`config.mk`:
```
export PLATFORM = sky130hd
export DESIGN_NAME = websocket_frame_deframer_core
export DESIGN_NICKNAME = d
export VERILOG_FILES = /design/src/rtl/wsfd_pkg.sv /design/src/rtl/websocket_frame_deframer_core.sv
export SDC_FILE = /design/constraint.sdc
export NUM_CORES = 1
export LEC_CHECK = 0
export ABC_AREA = 1
export ABC_CLOCK_PERIOD_IN_PS = 2700
export BUFFER_PORTS_ARGS = -buffer_cell sky130_fd_sc_hd__buf_2
export CAP_MARGIN = 10
export CELL_PAD_IN_SITES_DETAIL_PLACEMENT = 1
export CELL_PAD_IN_SITES_GLOBAL_PLACEMENT = 1
export CORE_ASPECT_RATIO = 2
export CORE_UTILIZATION = 45
export CTS_CLUSTER_SIZE = 24
export DETAILED_ROUTE_END_ITERATION = 7
export MAX_ROUTING_LAYER = met4
export PLACE_DENSITY = 0.81
export SLEW_MARGIN = 20
export SYNTH_ARGS = -nofsm -noshare
export SYNTH_HDL_FRONTEND = slang
export SYNTH_SLANG_ARGS = --single-unit
```
`constraint.sdc`:
```
create_clock -name clk -period 2.7 [get_ports clk]
set_clock_uncertainty 0.2 [all_clocks]
set_input_delay 0.405 -clock clk [delete_from_list [all_inputs] [get_ports clk]]
set_output_delay 0.405 -clock clk [all_outputs]
set_load 0.01 [all_outputs]
```
`src/rtl/wsfd_pkg.sv`:
```
package wsfd_pkg;

  typedef logic [2:0] kind_t;
  typedef logic [3:0] opcode_t;

  localparam kind_t KIND_DATA  = 3'd0;
  localparam kind_t KIND_PONG  = 3'd1;
  localparam kind_t KIND_EMPTY = 3'd2;
  localparam kind_t KIND_CLOSE = 3'd3;
  localparam kind_t KIND_ERROR = 3'd4;

  localparam opcode_t OP_CLOSE = 4'h8;
  localparam opcode_t OP_PING  = 4'h9;
  localparam opcode_t OP_PONG  = 4'hA;

  localparam logic [6:0] LEN7_MAX   = 7'd125;
  localparam logic [6:0] LEN7_EXT16 = 7'd126;

  localparam logic [3:0] EXT16_BYTES = 4'd2;
  localparam logic [3:0] EXT64_BYTES = 4'd8;
  localparam logic [3:0] KEY_BYTES   = 4'd4;

endpackage

```
`src/rtl/websocket_frame_deframer_core.sv`:
```
// WebSocket (client-to-server) frame deframer.
// Input channel: in_stream_byte, one stream byte per word, in_valid/in_ready.
// Result channel: out_kind, out_payload_byte, out_frame_opcode, out_fin_bit,
//   out_frame_last, out_message_last with out_valid/out_ready.
// Each accepted byte gives zero or one result word: unmasked data bytes,
// unmasked ping echo bytes, an empty-frame end, a close event or a
// protocol error. Header bytes give only errors, extended length bytes give
// nothing, and the last mask key byte gives only an empty-frame end or close.
// One byte is accepted per cycle while in_ready is high; the frame state update
// and the 64-bit length decrement/compare are combinational; results are registered.
// Stall: in_ready = !out_valid || out_ready, so a stalled receiver holds the
// pending result and the input waits; no word is lost or repeated.
// Reset (rst_n, synchronous, active low): parser returns to the first header
// byte and the output register is emptied. After a close event or a protocol
// error, input bytes are still accepted but ignored until the next reset.
module websocket_frame_deframer_core (
  input  logic               clk,
  input  logic               rst_n,
  input  logic               in_valid,
  output logic               in_ready,
  input  logic [7:0]         in_stream_byte,
  output logic               out_valid,
  input  logic               out_ready,
  output wsfd_pkg::kind_t    out_kind,
  output logic [7:0]         out_payload_byte,
  output wsfd_pkg::opcode_t  out_frame_opcode,
  output logic               out_fin_bit,
  output logic               out_frame_last,
  output logic               out_message_last
);
  import wsfd_pkg::*;

  typedef enum logic [2:0] {
    PH_HDR0,
    PH_HDR1,
    PH_EXTLEN,
    PH_KEY,
    PH_DATA,
    PH_STOP
  } phase_t;

  phase_t      phase_r, phase_nxt;
  logic        fin_r, fin_nxt;
  opcode_t     opcode_r, opcode_nxt;
  logic [3:0]  hdr_cnt_r, hdr_cnt_nxt;
  logic [63:0] rem_len_r, rem_len_nxt;
  logic [7:0]  mask_key_r [4];
  logic [7:0]  mask_key_nxt [4];
  logic [1:0]  mask_idx_r, mask_idx_nxt;

  logic        out_valid_r, out_valid_nxt;
  kind_t       kind_r, kind_nxt;
  logic [7:0]  pbyte_r, pbyte_nxt;
  opcode_t     oop_r, oop_nxt;
  logic        ofin_r, ofin_nxt;
  logic        olast_r, olast_nxt;

  logic        in_fire;
  logic        res_valid;
  logic        data_last;
  logic [7:0]  plain;

  assign in_ready = !out_valid_r || out_ready;
  assign in_fire  = in_valid && in_ready;
  assign plain     = in_stream_byte ^ mask_key_r[mask_idx_r];
  assign data_last = (rem_len_r == 64'd1);

  always_comb begin
    phase_nxt    = phase_r;
    fin_nxt      = fin_r;
    opcode_nxt   = opcode_r;
    hdr_cnt_nxt  = hdr_cnt_r;
    rem_len_nxt  = rem_len_r;
    mask_key_nxt = mask_key_r;
    mask_idx_nxt = mask_idx_r;
    res_valid    = 1'b0;
    kind_nxt     = KIND_DATA;
    pbyte_nxt    = 8'd0;
    olast_nxt    = 1'b0;

    if (in_fire) begin
      unique case (phase_r)
        PH_HDR0: begin
          fin_nxt    = in_stream_byte[7];
          opcode_nxt = in_stream_byte[3:0];
          if (in_stream_byte[6:4] != 3'd0) begin
            phase_nxt = PH_STOP;
            res_valid = 1'b1;
            kind_nxt  = KIND_ERROR;
          end else begin
            phase_nxt = PH_HDR1;
          end
        end
        PH_HDR1: begin
          if (!in_stream_byte[7]) begin
            phase_nxt = PH_STOP;
            res_valid = 1'b1;
            kind_nxt  = KIND_ERROR;
          end else if (in_stream_byte[6:0] <= LEN7_MAX) begin
            rem_len_nxt = {57'd0, in_stream_byte[6:0]};
            hdr_cnt_nxt = 4'd0;
            phase_nxt   = PH_KEY;
          end else begin
            rem_len_nxt = 64'd0;
            hdr_cnt_nxt = (in_stream_byte[6:0] == LEN7_EXT16) ? EXT16_BYTES : EXT64_BYTES;
            phase_nxt   = PH_EXTLEN;
          end
        end
        PH_EXTLEN: begin
          // shift in big-endian length bytes
          rem_len_nxt = {rem_len_r[55:0], in_stream_byte};
          hdr_cnt_nxt = hdr_cnt_r - 4'd1;
          if (hdr_cnt_r == 4'd1) begin
            phase_nxt = PH_KEY;
          end
        end
        PH_KEY: begin
          mask_key_nxt[hdr_cnt_r[1:0]] = in_stream_byte;
          hdr_cnt_nxt = hdr_cnt_r + 4'd1;
          if (hdr_cnt_nxt == KEY_BYTES) begin
            hdr_cnt_nxt  = 4'd0;
            mask_idx_nxt = 2'd0;
            if (rem_len_r == 64'd0) begin
              // empty frame ends right after the key
              phase_nxt = PH_HDR0;
              if (opcode_r == OP_CLOSE) begin
                phase_nxt = PH_STOP;
                res_valid = 1'b1;
                kind_nxt  = KIND_CLOSE;
                olast_nxt = 1'b1;
              end else if (opcode_r != OP_PONG) begin
                res_valid = 1'b1;
                kind_nxt  = KIND_EMPTY;
                olast_nxt = 1'b1;
              end
            end else begin
              phase_nxt = PH_DATA;
            end
          end
        end
        PH_DATA: begin
          mask_idx_nxt = mask_idx_r + 2'd1;
          rem_len_nxt  = rem_len_r - 64'd1;
          if (data_last) begin
            phase_nxt = PH_HDR0;
          end
          if (opcode_r == OP_CLOSE) begin
            if (data_last) begin
              phase_nxt = PH_STOP;
              res_valid = 1'b1;
              kind_nxt  = KIND_CLOSE;
              olast_nxt = 1'b1;
            end
          end else if (opcode_r != OP_PONG) begin
            res_valid = 1'b1;
            kind_nxt  = (opcode_r == OP_PING) ? KIND_PONG : KIND_DATA;
            pbyte_nxt = plain;
            olast_nxt = data_last;
          end
        end
        default: begin
          // stopped: drop every byte
        end
      endcase
    end

    oop_nxt  = opcode_nxt;
    ofin_nxt = fin_nxt;
    if (in_ready) begin
      out_valid_nxt = in_fire && res_valid;
    end else begin
      out_valid_nxt = out_valid_r;
    end
  end

  always_ff @(posedge clk) begin
    if (!rst_n) begin
      phase_r     <= PH_HDR0;
      fin_r       <= 1'b0;
      opcode_r    <= 4'd0;
      hdr_cnt_r   <= 4'd0;
      rem_len_r   <= 64'd0;
      mask_idx_r  <= 2'd0;
      mask_key_r  <= '{default: 8'd0};
      out_valid_r <= 1'b0;
    end else begin
      phase_r     <= phase_nxt;
      fin_r       <= fin_nxt;
      opcode_r    <= opcode_nxt;
      hdr_cnt_r   <= hdr_cnt_nxt;
      rem_len_r   <= rem_len_nxt;
      mask_idx_r  <= mask_idx_nxt;
      mask_key_r  <= mask_key_nxt;
      out_valid_r <= out_valid_nxt;
    end
  end

  // result payload: load only with a new result word
  always_ff @(posedge clk) begin
    if (in_fire && res_valid) begin
      kind_r  <= kind_nxt;
      pbyte_r <= pbyte_nxt;
      oop_r   <= oop_nxt;
      ofin_r  <= ofin_nxt;
      olast_r <= olast_nxt;
    end
  end

  assign out_valid        = out_valid_r;
  assign out_kind         = kind_r;
  assign out_payload_byte = pbyte_r;
  assign out_frame_opcode = oop_r;
  assign out_fin_bit      = ofin_r;
  assign out_frame_last   = olast_r;
  assign out_message_last = olast_r && ofin_r;

endmodule

```
* Yosys cells after proc, flatten, opt, wreduce, memory -nomap -nowiden
Index checks and enable logic that the tools add are counted.
Operators by class: add/sub/neg operators 4, $lt $le $gt $ge 4, equality and inequality tests 14, muxes and demuxes 55, bitwise operators 6, reduce and logical (&&, ||, !) cells 19
Operators by type and width (count):
- case mux 64 bit (3 select lines) | 1
- equality test 64 x 1 -> 1 bit, second input constant | 1
- logical NOT 64 bit | 1
- two-way mux 64 bit | 1
- subtractor 64 x 1 -> 64 bit, second input constant | 1
- two-way mux 3 bit | 12
- bitwise mux 32 bit | 1
- two-way mux 4 bit | 6
- two-way mux 8 bit | 3
- binary-select mux 8 bit (select 2 bit) | 1
- demux 8 bit (select 2 bit) | 1
- two-way mux 1 bit | 16
- case mux 3 bit (5 select lines) | 1
- two-way mux 2 bit | 6
- case mux 3 bit (4 select lines) | 1
- case mux 4 bit (3 select lines) | 1
- AND reduction 3 bit | 3
- nonzero test 3 bit | 3
- equality test 4 bit, second input constant | 2
- XOR 8 bit | 1
- equality test 7 bit, second input constant | 1
- <= comparator 7 bit, second input constant | 1
- two-way mux 7 bit | 1
- equality test 3 x 2 -> 1 bit, second input constant | 2
- 25 further kinds | 34
Storage, ports and cells: bits in registers 128, output and inout bits 20, word-level logic and storage cells 118

* Depth between registers and ports, before layout
word-level depth 8, depth in mapped cells 12, mapped depth without buffers 12

* Worst setup path before layout
Ideal clock, no wire load.
path kind reg2reg, start register rem_len_r[8], end register ofin_r, in the netlist out_fin_bit, enable pin, library setup time 0.369 ns, data arrival time 1.666 ns, slack 0.465 ns, stages on the path, launching flop included 10, period minus slack after synthesis 2.235 ns, cell sequence dfxtp_1 > nor2_2 > nand2_1 > nor2_4 > nand2_1 > nor2_2 > nand4_1 > nand3_1 > nand2_1 > inv_1
Between the ends: word-level cells in the longest chain between the ends 6, elaborated cells on any way between the ends 9, those cells by class eq/ne (1); mux (6); reduce/logical (2)
Ends and longest elaborated chain:
- start, declared | line websocket_frame_deframer_core.sv:46 | logic [63:0] rem_len_r, rem_len_nxt;
- start signal, assigned | line websocket_frame_deframer_core.sv:191 | rem_len_r <= rem_len_nxt;
- equality test 64 x 1 -> 1 bit or logical NOT 64 bit (tied branches) | line websocket_frame_deframer_core.sv:66, websocket_frame_deframer_core.sv:123
- two-way mux 1 bit (on tied branches) | line websocket_frame_deframer_core.sv:148, websocket_frame_deframer_core.sv:123
- two-way mux 1 bit (on tied branches) | line websocket_frame_deframer_core.sv:147, websocket_frame_deframer_core.sv:120
- case mux 1 bit (4 select lines) (*) | line websocket_frame_deframer_core.sv:82 | unique case (phase_r)
- two-way mux 1 bit (*) | line websocket_frame_deframer_core.sv:81 | if (in_fire) begin
- logical AND 1 bit (*) | line websocket_frame_deframer_core.sv:200 | if (in_fire && res_valid) begin
- end signal, assigned | line websocket_frame_deframer_core.sv:204 | ofin_r <= ofin_nxt;
- end, declared | line websocket_frame_deframer_core.sv:55 | logic ofin_r, ofin_nxt;
Every way passes the cells marked *; elsewhere a longest branch is shown, timed or not. A chain may end at the register's enable or synchronous reset.

* Worst setup path after layout
start register rem_len_r[28], end register olast_r, in the netlist out_frame_last, enable pin
Between the ends: word-level cells in the longest chain between the ends 6, elaborated cells on any way between the ends 9, those cells by class eq/ne (1); mux (6); reduce/logical (2)
Ends and longest elaborated chain:
- equality test 64 x 1 -> 1 bit or logical NOT 64 bit (tied branches) | line websocket_frame_deframer_core.sv:66, websocket_frame_deframer_core.sv:123
- two-way mux 1 bit (on tied branches) | line websocket_frame_deframer_core.sv:148, websocket_frame_deframer_core.sv:123
- two-way mux 1 bit (on tied branches) | line websocket_frame_deframer_core.sv:147, websocket_frame_deframer_core.sv:120
- case mux 1 bit (4 select lines) (*) | line websocket_frame_deframer_core.sv:82
- two-way mux 1 bit (*) | line websocket_frame_deframer_core.sv:81
- logical AND 1 bit (*) | line websocket_frame_deframer_core.sv:200
- end signal, assigned | line websocket_frame_deframer_core.sv:205 | olast_r <= olast_nxt;
- end, declared | line websocket_frame_deframer_core.sv:56 | logic olast_r, olast_nxt;
Marked as above.

==> impl_metrics.env <==
export IMPL_run_status="finished, final reports clean"
export IMPL_hp_start="in_stream_byte[4]"
export IMPL_crit_path_start_kind="flip-flop"
export IMPL_fill_cells=2318
export IMPL_io_pins=32
export IMPL_htreeDepth=4
export IMPL_ys_seq_area_frac=0.354
export IMPL_critPathBufInv=2
export IMPL_period_share=0.920
export IMPL_synth_area_per_cell_sq_um=6.46
export IMPL_finalSetupViolCount=0
export IMPL_antenna_found_initial=0
export IMPL_async_flop_share=0
export IMPL_ff2ff_setup_slack_ps=220
export IMPL_gp_congestion=1.00
export IMPL_core_sq_mm=0.0168
export IMPL_cts_tree="done"
export IMPL_slew_headroom=0.574
export IMPL_first_iter_violations=413
export IMPL_drive_gt1_frac=0.111
export IMPL_synth_edff_count=17
export IMPL_fp_row_count=67
export IMPL_yosysMostFrequentCell="nand2_1"
export IMPL_dieArea_sq_mm=0.0177
export IMPL_synth_top_area_frac=0.288
export IMPL_synth_fa_ha_area_frac=0.0130
export IMPL_wirelength_met1_um=10200
export IMPL_slew_violations=0
export IMPL_tightestPinTransition_ps=634
export IMPL_synth_xor_area_share=0.00567
export IMPL_place_area_sq_mm=0.00822
export IMPL_syn_inst=1194
export IMPL_grt_max_degree=102
export IMPL_yosysTopAreaCell="dfxtp_1"
export IMPL_end_kind="flip-flop"
export IMPL_muxShareOfSynthArea=0
export IMPL_cts_resized=0
export IMPL_max_stage_delay_ps=350
export IMPL_hold_buffers=0
export IMPL_track_usage=0.370
export IMPL_synth_top_family_by_area="simple AND/OR/NAND/NOR gates"
export IMPL_cp_top_family="simple AND/OR/NAND/NOR gates"
export IMPL_holdPathEnd="rem_len_r[4]"
export IMPL_grt_overflow_total=0
export IMPL_num_vias=8700
export IMPL_hold_violations=0
export IMPL_synth_compound_area_frac=0.253
export IMPL_port_buffers=31
export IMPL_netlist_top_cells_area="dfxtp_1 29%, a21oi_1 12%, nand2_1 10%"
export IMPL_yosys_area_share_simple=0.296
export IMPL_multiInputGateArea_sq_mm=0.00438
export IMPL_cp_max_fo=6
export IMPL_cp_required_ps=2640
export IMPL_dp_hpwl_um=21900
export IMPL_min_path_cells=3
export IMPL_clockBufferDepth=2
export IMPL_max_freq_ghz=0.402
export IMPL_cpMostUsedCell="nand2_1"
export IMPL_drtAntennaViolNets=0
export IMPL_grt_first_pass_wirelength_um=47900
export IMPL_startpoint="rem_len_r[28]"
export IMPL_top_layer="met4"
export IMPL_synth_ff_type="dfxtp_1"
export IMPL_cts_inserted_buffers=17
export IMPL_syn2layout_area_growth_pct=14.2
export IMPL_yosysWarnings=0
export IMPL_die_w_um=94.6
export IMPL_r2r_end="out_frame_last"
export IMPL_grt_pass1_vias=9318
export IMPL_critical_path_class="reg -> reg"
export IMPL_tns_ps=0
export IMPL_clock_latency_ps=430
export IMPL_critPathArrivalTime_ps=2430
export IMPL_root_buffer="clkbuf_16"
export IMPL_antenna_cells=0
export IMPL_wl_per_cell_um=21.0
export IMPL_met3_wirelength_um=1070
export IMPL_crit_path_cell_trace="nor2_1 > nand2_1 > nor2_1 > nand2_1 > nor2_2 > nand4_1 > nand3_1 > nand2_1 > inv_1 > buf_4"
export IMPL_met2WireLength_um=16400
export IMPL_ys_types=46
export IMPL_cts_setup_buffers=0
export IMPL_period_minus_slack_ps=2480
export IMPL_ff2ff_path_depth=10
export IMPL_cts_reportedPaths_clkPinSlew_ps=60
export IMPL_via_per_inst=6.00
export IMPL_route_detailed_drc=0
export IMPL_final_net_count=1251
export IMPL_synth_seq_cells=128
export IMPL_syn_num_nets=1214
export IMPL_clkSinkCount=128
export IMPL_regArea_sq_mm=0.00273
export IMPL_start_util=0.460
export IMPL_synth_commonest_cells="205 x nand2_1, 191 x a21oi_1, 178 x nor2_1, 141 x o21ai_0, 111 x dfxtp_1"
export IMPL_design_area_sq_mm=0.00881
export IMPL_first_pass_iters=4
export IMPL_synthesis_area_sq_mm=0.00772
export IMPL_wirelength_um=30500
export IMPL_die_h_um=187
export IMPL_slowest_stage="dfxtp_1"
export IMPL_holdCritPathClass="in -> reg"
export IMPL_max_cap_violations=0
export IMPL_rsz0062_at_grt="false"
export IMPL_r2r_start="rem_len_r[28]"
state kept, by name, summed over array words and instances (netlist names):
signal            flops
rem_len_r            64
opcode_r              4
out_fin_bit           1
out_valid             1
fin_r                 1
out_payload_byte      8
phase_r               3
mask_key_r           32
mask_idx_r            2
hdr_cnt_r             4
out_frame_opcode      4
out_frame_last        1
out_kind              3
cell usage in the layout, fill, tap and decap left out, types with 2 or more instances in the layout:
master,synthesis,routed
buf_12,0,4
buf_2,10,31
ha_1,8,8
clkbuf_16,0,18
inv_1,100,99
nor4_1,2,2
o21bai_1,6,6
nand2_1,205,205
nand3_1,73,73
nor2_2,12,12
a31oi_1,6,6
o211ai_1,6,6
nand2_2,5,5
buf_4,1,28
o21a_1,4,4
nor2_4,5,5
inv_2,7,8
or2_2,10,10
nor3_1,10,10
clkinv_2,0,2
xor2_1,5,5
a21o_1,2,2
nand3b_1,4,4
inv_6,0,8
nand4_1,20,20
nor2_1,178,178
a21oi_1,191,191
edfxtp_1,17,17
o21ai_0,141,141
dfxtp_1,111,111
o22ai_1,4,4
and2_1,2,2
worst min-delay path, stage by stage:
cell     delay [ps]
buf_2           110
nand2_1          60
a31oi_1          60
logic make-up after synthesis:
family / count (synthesis)
DFF: 128
buffers and inverters: 153
and+or+nand+nor: 529
AOI/OAI and AO/OA: 371
xor gates and xnor gates: 5
adders and majority gates: 8
worst max-delay path by stage:
stage / slack [ps] / to / cells past startpoint
finish: 220 / out_frame_last / 10
global route: 30 / out_frame_last / 10
CTS: 220 / out_kind[0] / 10
detailed placement: 270 / out_fin_bit / 10
global placement: 290 / out_fin_bit / 10
floorplan: 460 / out_fin_bit / 9
layer usage:
layer,GRT usage,vias up
met5,-,-
met4,0.310,0
met3,0.0707,152
met2,0.657,198
met1,0.320,4243
li1,-,4107
cell type report:
type                       instances  share of cell area
timing repair buffer              63              0.0506
multi-input combinational        913               0.497
clock inverter                    14              0.0156
inverter                         108              0.0460
tap                              207              0.0294
sequential                       128               0.310
clock buffer                      18              0.0511
per-stage QoR:
step	util	setup WS (ps)	cells	hold slack, ps
floorplan	-	465	1194	224
global placement	0.490	293	1419	237
detailed placement	0.490	272	1419	251
CTS	0.525	221	1451	65.9
global route	0.525	25.8	1451	90.1
finish	0.525	215	1451	69.2
Power is left out: the tool's default activity adds up to more than one toggle a clock period on the data nets, which glitch-free logic cannot reach.
